==> src/sv/hep_pkg.sv <==
`default_nettype none

package hep_pkg;

  localparam int MAX_PARTITIONS_DEF = 16;
  localparam int VERTEX_COUNT_DEF   = 65536;
  localparam int COUNT_WIDTH_DEF    = 32;

  localparam int VID_W      = 16;
  localparam int HASH_W     = VID_W + 1;
  localparam int PART_CFG_W = 5;
  localparam logic [PART_CFG_W-1:0] PART_RESET = 5'd8;

  // remainder unit: bits consumed per cycle and number of cycles
  localparam int MOD_STEP_BITS = 6;
  localparam int MOD_STEPS     = (HASH_W + MOD_STEP_BITS - 1) / MOD_STEP_BITS;
  localparam int MOD_DIV_W     = MOD_STEPS * MOD_STEP_BITS;

  localparam int BUCKET_W   = 4;
  localparam int OUT_EDGE_W = 32;
  localparam int MIRROR_W   = 21;
  localparam logic [MIRROR_W-1:0]   MIRROR_MAX   = '1;
  localparam logic [OUT_EDGE_W-1:0] OUT_EDGE_MAX = '1;

  typedef enum logic {
    OP_EDGE   = 1'b0,
    OP_REPORT = 1'b1
  } opcode_t;

  typedef struct packed {
    opcode_t           opcode;
    logic [VID_W-1:0]  first_vertex;
    logic [VID_W-1:0]  second_vertex;
  } in_item_t;

  typedef struct packed {
    logic [BUCKET_W-1:0]   bucket;
    logic [OUT_EDGE_W-1:0] largest_bucket_edges;
    logic [MIRROR_W-1:0]   mirror_total;
    logic                  is_report;
  } out_item_t;

  typedef struct packed {
    logic rd_en;
    logic wr_en;
  } cnt_ctl_t;

endpackage

`default_nettype wire

==> src/sv/hep_count_store.sv <==
`default_nettype none

module hep_count_store import hep_pkg::*; #(
  parameter int DEPTH = MAX_PARTITIONS_DEF,
  parameter int CW    = COUNT_WIDTH_DEF,
  parameter int MW    = $clog2(VERTEX_COUNT_DEF + 1)
) (
  input  wire logic    clk,
  input  wire logic    rst_n,
  input  wire cnt_ctl_t ctl,
  input  wire logic [((DEPTH > 1) ? $clog2(DEPTH) : 1)-1:0] rd_addr,
  input  wire logic [((DEPTH > 1) ? $clog2(DEPTH) : 1)-1:0] wr_addr,
  input  wire logic [CW-1:0] wr_edges,
  input  wire logic [MW-1:0] wr_marks,
  output logic [CW-1:0] rd_edges,
  output logic [MW-1:0] rd_marks
);

  logic [CW+MW-1:0] mem [DEPTH];
  logic [DEPTH-1:0] vld_r;
  logic [CW+MW-1:0] rd_r;

  // an entry never written since reset reads as zero
  always_ff @(posedge clk) begin
    if (!rst_n) begin
      vld_r <= '0;
    end else if (ctl.wr_en) begin
      vld_r[wr_addr] <= 1'b1;
    end
  end

  always_ff @(posedge clk) begin
    if (ctl.wr_en) begin
      mem[wr_addr] <= {wr_edges, wr_marks};
    end
    if (ctl.rd_en) begin
      rd_r <= vld_r[rd_addr] ? mem[rd_addr] : '0;
    end
  end

  assign rd_edges = rd_r[CW+MW-1:MW];
  assign rd_marks = rd_r[MW-1:0];

endmodule

`default_nettype wire

==> config.mk <==
export PLATFORM = sky130hd
export DESIGN_NAME = hep_count_store
export DESIGN_NICKNAME = d
export VERILOG_FILES = /design/src/sv/hep_pkg.sv /design/src/sv/hep_count_store.sv
export SDC_FILE = /design/constraint.sdc
export NUM_CORES = 1
export LEC_CHECK = 0
export BUFFER_PORTS_ARGS = -buffer_cell sky130_fd_sc_hd__buf_2
export CAP_MARGIN = 10
export CORE_ASPECT_RATIO = 0.5
export CORE_MARGIN = 5
export CORE_UTILIZATION = 43
export CTS_CLUSTER_DIAMETER = 100
export DETAILED_ROUTE_END_ITERATION = 10
export SLEW_MARGIN = 20
export SYNTH_ARGS = -nofsm -noshare
export SYNTH_HDL_FRONTEND = slang
export SYNTH_SLANG_ARGS = --single-unit
==> constraint.sdc <==
create_clock -name clk -period 6.4 [get_ports clk]
set_input_delay 0 -clock clk [delete_from_list [all_inputs] [get_ports clk]]
set_output_delay 0 -clock clk [all_outputs]
set_load 0.005 [all_outputs]
Word-level counts from Yosys, hierarchy flattened:

Memories as Yosys holds them, arrays and structs flattened. A register that Yosys moved wholly into a read port is not among the register bits.
Index checks and enable logic that the tools add are counted.

* flip-flop bits (word level): 16
* latch bits: 0
* RAM bits: 784
* memory bits (read-only): 0
* output and inout bits: 49
* word-level logic and storage cells: 14
* memories kept: 1

Memory list
* mem: depth 16, bits a word 49, rd ports 1, clocked after memory_dff 1, write ports 1, line hep_count_store.sv:19 `logic [CW+MW-1:0] mem [DEPTH];`

* $add $sub $neg: 0
* multipliers: 0
* div/mod/pow operators: 0
* magnitude comparators: 3
* equality and inequality tests: 0
* shift-type cells: 0
* muxes and demuxes: 6
* bitwise operators: 1
* reductions and logical operators: 2

Operators with widths (count)
* $or A16 B16 Y16: 1
* $lt A4 B5 Y1 const B: 2
* $bmux W1 S4: 1
* $demux W1 S4: 1
* $ge A4 B1 Y1 const B: 1
* $mux W1: 4
* $logic_and A1 B1 Y1: 1
* $logic_not A1 Y1: 1

Logic depth before layout (Yosys ltp):

* word-level depth: 5
* mapped depth: 7
* mapped depth without buffers: 4

Worst setup path after synthesis:

Ideal clock, no wire load.

* path type: input port to flip-flop
* start: input wr_addr[2] (netlist name)
* end: memory mem[0][0] (netlist name) (enable)
* setup time: 0.519 ns
* arrival time: 3.908 ns
* required time: 5.881 ns
* slack: 1.973 ns
* stages on the path: 2
* buffers on the path: 0
* cell sequence: or3b_2 -> nor3_1

RTL lines
* start: declaration: line hep_count_store.sv:12 `input wire logic [((DEPTH > 1) ? $clog2(DEPTH) : 1)-1:0] wr_addr,`
* end: declaration: line hep_count_store.sv:19

No word-level cell before the write port.

Worst setup path after layout:

* start: register vld_r[13]
* end: register rd_r[31], read port of mem (data pin)

* word-level cells in the longest chain between the ends: 3

RTL lines
* start: declaration: line hep_count_store.sv:20 `logic [DEPTH-1:0] vld_r;`
* start signal: assignment: line hep_count_store.sv:26 `vld_r <= '0;`
* start signal: indexed assignment: line hep_count_store.sv:28 `vld_r[wr_addr] <= 1'b1;`
* $bmux W1 S4: line hep_count_store.sv:37 `rd_r <= vld_r[rd_addr] ? mem[rd_addr] : '0;`
* $mux W1 (not written as such): line hep_count_store.sv:37
* $logic_not A1 Y1 (no line)
* end: declaration: line hep_count_store.sv:21 `logic [CW+MW-1:0] rd_r;`

Every way passes these cells. The select of a mux whose other input is x is not followed.
A chain may end at the register's enable or synchronous reset.

==> reports/metrics.cfg <==
[outcome]
outcome=finished clean

[setup_path]
end_kind=register
crit_chain=mux4_2 -> a22o_1 -> nor2_4 -> buf_4 -> a21oi_1
crit_type=register to register
critical_path.top_delay_family=simple AND/OR/NAND/NOR gates
start_kind=register
required_ns=6.74
worstPathArrival_ns=3.19
cp_slowest_cell=nor2_4
cp_max_fo=26
crit_path_max_incr_delay_ns=0.83
r2r-end=rd_r[31]
reg2reg_slack_ns=3.55
path_buf_inv=1
r2r_start=vld_r[13]
reg2reg_depth=5

[cells_and_area]
layout-drive-gt1-share_pct=29.7
area_delta_synth_final_pct=15.0
n_antenna_cell=0
multi_input_area_um2=5900
final_area_um2=36200
register_area_um2=25300
nets=1573
fillers=5676

[clocking]
cts_root_buffer=clkbuf_16
cts_setup_buffers=0
clk_latency_ns=0.62
cts_tree=done
cts-htree-levels=3
cts-resized-gates=0
hold_buffers=50
cts_made_buffers=76
cts_buffer_depth=3
clock-sinks=849
clk_pin_slew_ns=0.06

[yosys]
ys_seq_area_share_pct=80.6
ys_types=22
synth_area_leaders=edfxtp_1 (80%), mux4_2 (14%), a22oi_1 (2.3%), dfxtp_1 (1.0%), a21oi_1 (0.78%)
synth.avg_cell_area_um2=23.9
ys.flop_type=edfxtp_1
synth_top_area_share_pct=79.5
syn_inst=1316
async_reset_ff_share_pct=0
synth_top_cell_by_area=edfxtp_1
yosys_warnings=0
syn_area_um2=31400
synth_edf_count=833
syn_nets=1377
ys_ff_latch=849

[floorplanning]
start_util_pct=43.2
fp-row-count=70
dieArea_um2=79000
io_pins=110
die_h_um=201
dieWidth_um=392
core-area_um2=72800

[grt]
antenna_found_initial=0
overflow=0
grt_max_degree=85
grt_first_pass_wirelength_um=102000
gr-usage-all-layers_pct=17.8
grt_pass1_vias=15414

[min_path]
hold_end=mem[1][47]
hp-start=wr_addr[2]
hold_path.class=primary input to register
hold_depth=3

[route]
drc_errors=0
vias=14339
first_pass_iters=5
wire_per_inst_um=27.4
postRouteAntennaNets=0
wirelength_um=69400
vias_per_cell=5.65
drt_iter0_markers=1297

[power_and_ir_drop]
p_seq_share_pct=55.9
p_comb_share_pct=4.6
clkPwrFrac_pct=39.4
ir_drop_uv=173
leakage_nw=11.3
cellPowerDensity_nw_per_um2=309
internal_power_w=0.00895
power_switching_w=0.00223
swShare_pct=19.9

[run]
drv_cap=0

[timing]
fin_crit_sh_pct=44.5
maxSlewViolCount=0
timing.setup.tns_ns=0
fmax_mhz=351
fin_skew_ns=0.0245
period_minus_slack_ns=2.85
finalHoldViolCount=0
setup_viol=0
rsz0062_at_grt=false
slew_headroom_pct=25.1
worst_pin_slew_ns=1.12

[placement]
dpl.hpwl_um=32800
postPlaceCellArea_um2=33300
routabilityCongestion=0.705
portBuffers=109

[how the worst max path moves through the flow]
stage                     cells past startpoint        end        from  slack, ns
final                                         5   rd_r[31]   vld_r[13]       3.55
after global routing                          6   rd_r[13]  rd_addr[0]       3.20
after CTS                                     6   rd_r[13]  rd_addr[0]       3.47
after detailed placement                      6   rd_r[13]  rd_addr[0]       2.80
after global placement                        6    rd_r[8]  rd_addr[0]       2.90
after floorplan                               2  mem[0][0]  wr_addr[2]       1.97
[routing by layer]
metal | share of wire, % | track usage (%) | wire (µm) | vias to the layer above
met5 | 0 | 0 | 0 | -
met4 | 1.6 | 4.05 | 1130 | 0
met3 | 5.7 | 2.76 | 3980 | 70
met2 | 52 | 30.8 | 35900 | 433
met1 | 41 | 24.1 | 28400 | 7760
li1 | - | - | - | 6076
[cells in the final DEF (no fill, tap or decap), types with 2 or more instances in the layout]
cell type / n
clkbuf_16: 79
nor3_2: 4
bufinv_16: 6
clkinv_2: 9
a22oi_1: 98
nand3b_1: 2
clkinv_1: 14
a22o_1: 2
nand2b_1: 2
a21oi_1: 49
clkinvlp_4: 3
dfxtp_1: 16
o21a_1: 16
clkbuf_8: 3
clkbuf_1: 16
edfxtp_1: 833
buf_4: 32
buf_2: 107
dlygate4sd3_1: 50
nor2b_4: 2
mux4_2: 200
nor2_4: 14
[power groups by stage]
stage / sequential (W) / combinational, W / clock (W)
after global placement: 0.00637 / 0.000480 / 0
after global routing: 0.00626 / 0.000558 / 0.00474
after floorplan: 0.00637 / 0.000290 / 0
final: 0.00625 / 0.000516 / 0.00441
after detailed placement: 0.00638 / 0.000497 / 0
after CTS: 0.00626 / 0.000525 / 0.00451
[worst min-delay path: stages]
cell and delay [ns]:
buf_2 0.10, or3b_2 0.26, nor2_4 0.15
[synthesized netlist by cell type (4+ instances only)]
library cell / count
a21oi_1: 49
a22oi_1: 98
buf_1: 4
buf_2: 21
buf_4: 11
clkbuf_1: 37
dfxtp_1: 16
edfxtp_1: 833
mux4_2: 200
nor2_1: 13
nor3_1: 4
o21a_1: 16
[sequential cells by signal (all words and copies together), names as in the netlist]
register and count:
mem 784, rd_r 49, vld_r 16
[through the flow]
step / worst slack (ns) / instances / hold WS (ns) / utilization (%) / total power (W)
global placement: 2.90 / 2355 / 0.347 / 45.7 / 0.00685
global route: 3.20 / 2536 / 0.107 / 49.7 / 0.0116
CTS: 3.47 / 2535 / 0.0887 / 49.6 / 0.0113
detailed placement: 2.80 / 2355 / 0.368 / 45.7 / 0.00687
finish: 3.55 / 2536 / 0.116 / 49.7 / 0.0112
floorplan: 1.97 / 1316 / 0.0989 / - / 0.00666
[cell type report]
| type | count | area share, % |
|---|---|---|
| Tap cell | 972 | 3.36 |
| Clock inverter | 33 | 0.855 |
| Timing Repair Buffer | 192 | 3.69 |
| Clock buffer | 97 | 5.71 |
| Multi-Input combinational cell | 393 | 16.3 |
| Sequential cell | 849 | 70.1 |
[cells by family (layout without fill, tap and decap cells)]
kind of cell / Yosys count / after routing / synth area share (%)
compound gates: 165 / 165 / 3.56
buf+inv: 74 / 322 / 1.12
flops: 849 / 849 / 80.6
mux: 200 / 200 / 14.3
simple gates: 28 / 28 / 0.442
Power figures use the tool's default switching activity.
