[config.mk]
export PLATFORM = sky130hd
export DESIGN_NAME = hep_mod_unit
export DESIGN_NICKNAME = d
export VERILOG_FILES = /design/src/sv/hep_pkg.sv /design/src/sv/hep_mod_unit.sv
export SDC_FILE = /design/constraint.sdc
export NUM_CORES = 1
export LEC_CHECK = 0
export BUFFER_PORTS_ARGS = -buffer_cell sky130_fd_sc_hd__buf_2
export CAP_MARGIN = 30
export CELL_PAD_IN_SITES_DETAIL_PLACEMENT = 1
export CELL_PAD_IN_SITES_GLOBAL_PLACEMENT = 2
export CORE_MARGIN = 3
export CORE_UTILIZATION = 32
export CTS_BUF_LIST = sky130_fd_sc_hd__clkbuf_4 sky130_fd_sc_hd__clkbuf_8
export DETAILED_ROUTE_END_ITERATION = 8
export MAX_ROUTING_LAYER = met4
export PLACE_DENSITY = 0.75
export SYNTH_ARGS = -nofsm -noshare
export SYNTH_HDL_FRONTEND = slang
export SYNTH_SLANG_ARGS = --single-unit
export TNS_END_PERCENT = 5
[constraint.sdc]
create_clock -name clk -period 14.8 [get_ports clk]
set_input_delay 1.48 -clock clk [delete_from_list [all_inputs] [get_ports clk]]
set_output_delay 1.48 -clock clk [all_outputs]
set_load 0.01 [all_outputs]
[src/sv/hep_pkg.sv]
`default_nettype none

package hep_pkg;

  localparam int MAX_PARTITIONS_DEF = 16;
  localparam int VERTEX_COUNT_DEF   = 65536;
  localparam int COUNT_WIDTH_DEF    = 32;

  localparam int VID_W      = 16;
  localparam int HASH_W     = VID_W + 1;
  localparam int PART_CFG_W = 5;
  localparam logic [PART_CFG_W-1:0] PART_RESET = 5'd8;

  // remainder unit: bits consumed per cycle and number of cycles
  localparam int MOD_STEP_BITS = 6;
  localparam int MOD_STEPS     = (HASH_W + MOD_STEP_BITS - 1) / MOD_STEP_BITS;
  localparam int MOD_DIV_W     = MOD_STEPS * MOD_STEP_BITS;

  localparam int BUCKET_W   = 4;
  localparam int OUT_EDGE_W = 32;
  localparam int MIRROR_W   = 21;
  localparam logic [MIRROR_W-1:0]   MIRROR_MAX   = '1;
  localparam logic [OUT_EDGE_W-1:0] OUT_EDGE_MAX = '1;

  typedef enum logic {
    OP_EDGE   = 1'b0,
    OP_REPORT = 1'b1
  } opcode_t;

  typedef struct packed {
    opcode_t           opcode;
    logic [VID_W-1:0]  first_vertex;
    logic [VID_W-1:0]  second_vertex;
  } in_item_t;

  typedef struct packed {
    logic [BUCKET_W-1:0]   bucket;
    logic [OUT_EDGE_W-1:0] largest_bucket_edges;
    logic [MIRROR_W-1:0]   mirror_total;
    logic                  is_report;
  } out_item_t;

  typedef struct packed {
    logic rd_en;
    logic wr_en;
  } cnt_ctl_t;

endpackage

`default_nettype wire

[src/sv/hep_mod_unit.sv]
`default_nettype none

module hep_mod_unit import hep_pkg::*; #(
  parameter int MAX_PARTITIONS = MAX_PARTITIONS_DEF
) (
  input  wire logic                clk,
  input  wire logic                rst_n,
  input  wire logic                start,
  input  wire logic [HASH_W-1:0]   dividend,
  input  wire logic [$clog2(MAX_PARTITIONS+1)-1:0] divisor,
  output logic                     done,
  output logic [((MAX_PARTITIONS > 1) ? $clog2(MAX_PARTITIONS) : 1)-1:0] rem
);

  localparam int PW = $clog2(MAX_PARTITIONS + 1);
  localparam int BW = (MAX_PARTITIONS > 1) ? $clog2(MAX_PARTITIONS) : 1;
  localparam int CW = (MOD_STEPS > 1) ? $clog2(MOD_STEPS) : 1;
  localparam logic [CW-1:0] LAST_STEP = CW'(MOD_STEPS - 1);

  logic                 busy_r;
  logic [CW-1:0]        cnt_r;
  logic [MOD_DIV_W-1:0] div_r;
  logic [PW-1:0]        rem_r;
  logic [PW-1:0]        d_r;
  logic [PW-1:0]        rem_nxt;

  // shift in one dividend bit at a time, subtract when the partial reaches d
  always_comb begin
    logic [PW:0]   t;
    logic [PW-1:0] r;
    r = rem_r;
    for (int i = 0; i < MOD_STEP_BITS; i++) begin
      t = {r, div_r[MOD_DIV_W-1-i]};
      if (t >= {1'b0, d_r}) begin
        t = t - {1'b0, d_r};
      end
      r = t[PW-1:0];
    end
    rem_nxt = r;
  end

  always_ff @(posedge clk) begin
    if (!rst_n) begin
      busy_r <= 1'b0;
      cnt_r  <= '0;
    end else if (start) begin
      busy_r <= 1'b1;
      cnt_r  <= '0;
    end else if (busy_r) begin
      if (cnt_r == LAST_STEP) begin
        busy_r <= 1'b0;
      end else begin
        cnt_r <= cnt_r + CW'(1);
      end
    end
  end

  always_ff @(posedge clk) begin
    if (start) begin
      div_r <= MOD_DIV_W'(dividend);
      rem_r <= '0;
      d_r   <= divisor;
    end else if (busy_r) begin
      div_r <= div_r << MOD_STEP_BITS;
      rem_r <= rem_nxt;
    end
  end

  assign done = busy_r && (cnt_r == LAST_STEP);
  assign rem  = BW'(rem_nxt);

endmodule

`default_nettype wire

After elaboration in Yosys (flattened, before gate mapping):

Cells that the tools add are included.

* register bits after elaboration: 31
* input port bits: 25

* muxes and demuxes: 11
* bitwise logic cells: 2
* add/sub/neg operators: 7
* $lt $le $gt $ge: 6
* eq/ne operators: 1
* reductions and logical operators: 4

Operators with widths (number)
* 6-bit by 5-bit >= comparator with 1-bit output: 6
* 17-bit two-way mux: 2
* 5-bit two-way mux: 6
* 5-bit subtractor: 6
* 1-bit two-way mux: 3
* 2-bit by 1-bit adder with 2-bit output (second input constant): 1
* 2-bit == test (second input constant): 1
* 1-bit NOT: 2
* 2-bit AND reduction: 1
* 2-bit nonzero test: 1
* 2-bit OR reduction: 1
* 1-bit logical AND: 1

Longest topological paths before layout:

* word-level depth: 12
* depth in mapped cells: 57
* mapped depth without buffers: 56

Least setup slack after synthesis:

Ideal clock, no wire load.

* path type: reg2out
* start: register d_r[1]
* end: output rem[2] (netlist name)
* buffers on the path: 3
* cell stages (with the launch flop): 53
* data required time: 13.320 ns
* slack: 3.179 ns
* arrival: 10.141 ns
* cells stage by stage: edfxtp_1 > inv_1 > fa_1 > a21oi_1 > nor2_1 > o21ai_0 > a21boi_0 > inv_1 > fa_1 > nand2b_1 > a211oi_1 > nor2_1 > a32o_1 > a221oi_1 > ha_1 > o21ai_0 > a31oi_1 > a311oi_2 > [... 17 more ...] > nand2b_1 > a21o_1 > a211oi_1 > mux2i_2 > buf_4 > nor2_1 > a21oi_1 > fa_1 > a21oi_1 > nor2b_1 > o21ai_0 > nand2b_1 > a21o_1 > a211oi_1 > and2b_1 > a211o_1 > nand2_1 > buf_4

* cells in the longest elaborated chain, start to end: 12
* elaborated cells on any way between the ends: 18
* those cells by class: add/sub: 6; order compare: 6; mux: 6

Ends and longest elaborated chain
* start, declared: line hep_mod_unit.sv:24 `logic [PW-1:0] d_r;`
* start signal, assigned: line hep_mod_unit.sv:62 `d_r <= divisor;`
* 5-bit subtractor or 6-bit by 5-bit >= comparator with 1-bit output (tied branches): line hep_mod_unit.sv:35, hep_mod_unit.sv:34
* 5-bit two-way mux: line hep_mod_unit.sv:34 `if (t >= {1'b0, d_r}) begin`
* 5-bit subtractor or 6-bit by 5-bit >= comparator with 1-bit output (tied branches): line hep_mod_unit.sv:35, hep_mod_unit.sv:34
* 5-bit two-way mux: line hep_mod_unit.sv:34
* 5-bit subtractor or 6-bit by 5-bit >= comparator with 1-bit output (tied branches): line hep_mod_unit.sv:35, hep_mod_unit.sv:34
* 5-bit two-way mux: line hep_mod_unit.sv:34
* 5-bit subtractor or 6-bit by 5-bit >= comparator with 1-bit output (tied branches): line hep_mod_unit.sv:35, hep_mod_unit.sv:34
* 5-bit two-way mux: line hep_mod_unit.sv:34
* 6-bit by 5-bit >= comparator with 1-bit output or 5-bit subtractor (tied branches): line hep_mod_unit.sv:34, hep_mod_unit.sv:35
* 5-bit two-way mux: line hep_mod_unit.sv:34
* 5-bit subtractor or 6-bit by 5-bit >= comparator with 1-bit output (tied branches): line hep_mod_unit.sv:35, hep_mod_unit.sv:34
* 5-bit two-way mux *: line hep_mod_unit.sv:34
* end, declared: line hep_mod_unit.sv:12 `output logic [((MAX_PARTITIONS > 1) ? $clog2(MAX_PARTITIONS) : 1)-1:0] rem`

Mark *: on every way between the ends. The rest lies on a longest branch, timed or not.

Final worst setup path:

* start: register d_r[0]
* end: output rem[0] (netlist name)

* cells in the longest elaborated chain, start to end: 12
* elaborated cells on any way between the ends: 18
* those cells by class: add/sub: 6; order compare: 6; mux: 6

Ends and longest elaborated chain (line)
* 5-bit subtractor or 6-bit by 5-bit >= comparator with 1-bit output (tied branches): hep_mod_unit.sv:35, hep_mod_unit.sv:34
* 5-bit two-way mux: hep_mod_unit.sv:34
* 5-bit subtractor or 6-bit by 5-bit >= comparator with 1-bit output (tied branches): hep_mod_unit.sv:35, hep_mod_unit.sv:34
* 5-bit two-way mux: hep_mod_unit.sv:34
* 5-bit subtractor or 6-bit by 5-bit >= comparator with 1-bit output (tied branches): hep_mod_unit.sv:35, hep_mod_unit.sv:34
* 5-bit two-way mux: hep_mod_unit.sv:34
* 5-bit subtractor or 6-bit by 5-bit >= comparator with 1-bit output (tied branches): hep_mod_unit.sv:35, hep_mod_unit.sv:34
* 5-bit two-way mux: hep_mod_unit.sv:34
* 5-bit subtractor or 6-bit by 5-bit >= comparator with 1-bit output (tied branches): hep_mod_unit.sv:35, hep_mod_unit.sv:34
* 5-bit two-way mux: hep_mod_unit.sv:34
* 6-bit by 5-bit >= comparator with 1-bit output: hep_mod_unit.sv:34
* 5-bit two-way mux *: hep_mod_unit.sv:34

Marked as above.

==> results.py <==
metrics = {
    "final_layout": {
        "nets": 407,
        "drive_above_1_share_pct": 21.1,
        "area_growth_pct": 13.7,
        "antenna_cells": 0,
    },
    "synth": {
        "ys_seq_area_share_pct": 28.5,
        "syn-cell-area_mm2": 0.00295,
        "async_reset_ff_share_pct": 0,
        "ys_top_cells_by_area": "edfxtp_1 (22%), ha_1 (13%), dfxtp_1 (6.1%)",
        "syn_nets": 374,
        "synth_ff_type": "edfxtp_1",
        "netlist_instances": 312,
        "ys_seq_elements": 31,
        "synth_enable_flop_cells": 22,
        "ys_types": 53,
        "yosys_warnings": 0,
        "synth_top_area_cell": "edfxtp_1",
        "synth.most_common_cell": "ha_1",
        "netlist_top_cells_count": "ha_1 (31), inv_1 (29), nor2_1 (24)",
        "syn_avg_cell_area_um2": 9.44,
        "yosys.area.top_type_share_pct": 22.4,
    },
    "place": {
        "dp_hpwl_um": 5940,
        "io_buffers": 29,
        "place_congestion": 0.817,
    },
    "global_route": {
        "grt_pass1_wl_um": 13000,
        "antenna_found_initial": 0,
        "track_usage_pct": 16.2,
        "grt_max_degree": 33,
        "grt-ovfl-total": 0,
        "grt_pass1_vias": 2572,
    },
    "die": {
        "initial_core_util_pct": 33.3,
        "die_y_um": 102,
        "num_rows": 34,
        "fp.coreArea_mm2": 0.00885,
        "io_pins": 30,
        "die_w_um": 102,
        "dieArea_mm2": 0.0104,
    },
    "setup_path": {
        "crit_path_end_kind": "output pin",
        "cp_top_family": "compound AO/OA/AOI/OAI gates",
        "path_class": "register to output pin",
        "r2r_cells": 51,
        "worst-path-stages": 51,
        "reg2reg_from": "d_r[0]",
        "slowest_delay_ps": 520,
        "cp_max_fo": 13,
        "endpoint": "rem[0]",
        "critPathLaunch": "d_r[0]",
        "start_kind": "register",
        "r2r_setup_slack_ps": 2990,
        "worstPathRequired_ps": 13320,
        "cp_common_cell": "o21ai_0",
        "arrival_ps": 12030,
        "cp_slowest_cell": "a221oi_1",
        "reg2reg_to": "rem_r[2]",
        "crit_buf_inv": 6,
    },
    "timing": {
        "period_share_pct": 91.3,
        "setup_viol": 0,
        "max_freq_mhz": 74.0,
        "report.final.slew_viol_count": 0,
        "fin_tns_setup_ps": 0,
        "worstMarginPinSlew_ps": 636,
        "grt_setup_unrepaired": "no",
        "max-slew-margin-rel_pct": 57.6,
        "finClkSkew_ps": 5.00,
        "hold_viol": 0,
        "layout_min_cycle_time_ps": 13510,
    },
    "clock_network": {
        "insertion_delay_ps": 280,
        "cts_tree": "done",
        "cts_root_buffer": "clkbuf_8",
        "htree_levels": 2,
        "clkSlewWorstSetupHoldPaths_ps": 60,
        "ctsLongestPathBuffers": 2,
        "cts_buffers": 5,
        "cts_sinks": 31,
    },
    "route": {
        "via_per_inst": 5.31,
        "first_pass_iters": 4,
        "drc_errors": 0,
        "via_count": 2409,
        "drtIter0Drc": 72,
        "ant_nets": 0,
        "wirelength_um": 7630,
        "wl_per_cell_um": 16.8,
    },
    "status": {
        "status": "finished, final reports clean",
    },
    "min_path": {
        "hp-start": "rem_r[4]",
        "hp-class": "register to register",
        "min_path_cells": 2,
    },
    "run": {
        "timing.max_cap.violations": 0,
    },
}
through the flow:
step	std cells	cell area (um2)	hold slack, ps	util [%]	setup slack [ps]
global placement	439	3170	467	35.8	691
floorplan	312	2950	456	-	3180
detailed placement	439	3170	492	35.8	560
global route	454	3350	535	37.9	62.9
finish	454	3350	496	37.9	1290
CTS	447	3280	499	37.1	103
cell families (layout without fill, tap and decap cells):
group / after synthesis / count (layout) / synth area share [%]
buffers and inverters: 40 / 74 / 6.03
flip-flops: 31 / 31 / 28.5
AO/OA/AOI/OAI: 81 / 81 / 19.6
AND/OR/NAND/NOR: 81 / 81 / 14.2
multiplexers: 24 / 24 / 9.04
adder cells (fa/ha/maj): 37 / 37 / 17.2
XOR/XNOR: 18 / 18 / 5.35
tightest hold or removal path, cell delays in order (launching register included):
cell and delay (ps):
dfxtp_1 320, nor2_1 80, a211oi_1 50
area by class of cell:
class | count | area [um2]
repair buffers | 37 | 205
clock inverters | 1 | 30.0
fillers | 1035 | 5500
flip-flops and latches | 31 | 841
clock buffers | 7 | 83.8
well taps | 108 | 135
multi-input cells | 241 | 1940
inverters | 29 | 113
layer usage:
layer,part of all wire (%),GRT usage [%],vias up
met2,48,26.8,39
met1,49,21.9,1172
li1,-,-,1191
met4,1.2,3.13,0
met3,2.1,1.43,7
met5,0,-,-
repair_timing:
action,in CTS,in global routing
resized for setup,0,4
setup endpoints to repair,0,4
setup buffers,0,7
hold buffers,0,0
endpoints found under the hold margin,0,0
cells in the final DEF (no fill, tap or decap), types with 2 or more instances in the layout:
cell | Yosys | layout
a211o_1 | 5 | 5
a211oi_1 | 10 | 8
a211oi_2 | 0 | 2
a21boi_0 | 2 | 2
a21o_1 | 12 | 12
a21oi_1 | 19 | 18
a21oi_2 | 1 | 2
a311oi_2 | 2 | 2
a31oi_1 | 2 | 2
and2_1 | 11 | 11
buf_2 | 0 | 29
buf_4 | 5 | 8
clkbuf_4 | 0 | 2
clkbuf_8 | 0 | 5
dfxtp_1 | 9 | 9
edfxtp_1 | 22 | 22
fa_1 | 6 | 6
ha_1 | 31 | 31
inv_1 | 29 | 28
mux2_2 | 14 | 14
mux2i_1 | 8 | 8
nand2_1 | 12 | 12
nand2b_1 | 6 | 6
nand3_1 | 6 | 6
nand3b_1 | 2 | 2
nand4_1 | 2 | 2
nor2_1 | 24 | 24
nor2b_1 | 6 | 6
o211a_1 | 2 | 2
o21a_1 | 4 | 4
o21ai_0 | 12 | 12
o31ai_1 | 2 | 2
or2_2 | 4 | 4
xnor2_1 | 13 | 13
xor2_1 | 5 | 5
registers in the layout (all words and copies together), names as in the netlist:
signal	count
div_r	18
d_r	5
rem_r	5
cnt_r	2
busy_r	1
worst min-delay path by stage:
stage,end
4_1_cts,rem_r[4]
6_report,rem_r[4]
3_3_place_gp,div_r[17]
2_1_floorplan,div_r[17]
3_5_place_dp,rem_r[4]
5_1_grt,rem_r[4]
Power is not shown: default switching activity piles up to over one toggle a cycle in this logic, so the estimate is an artifact.
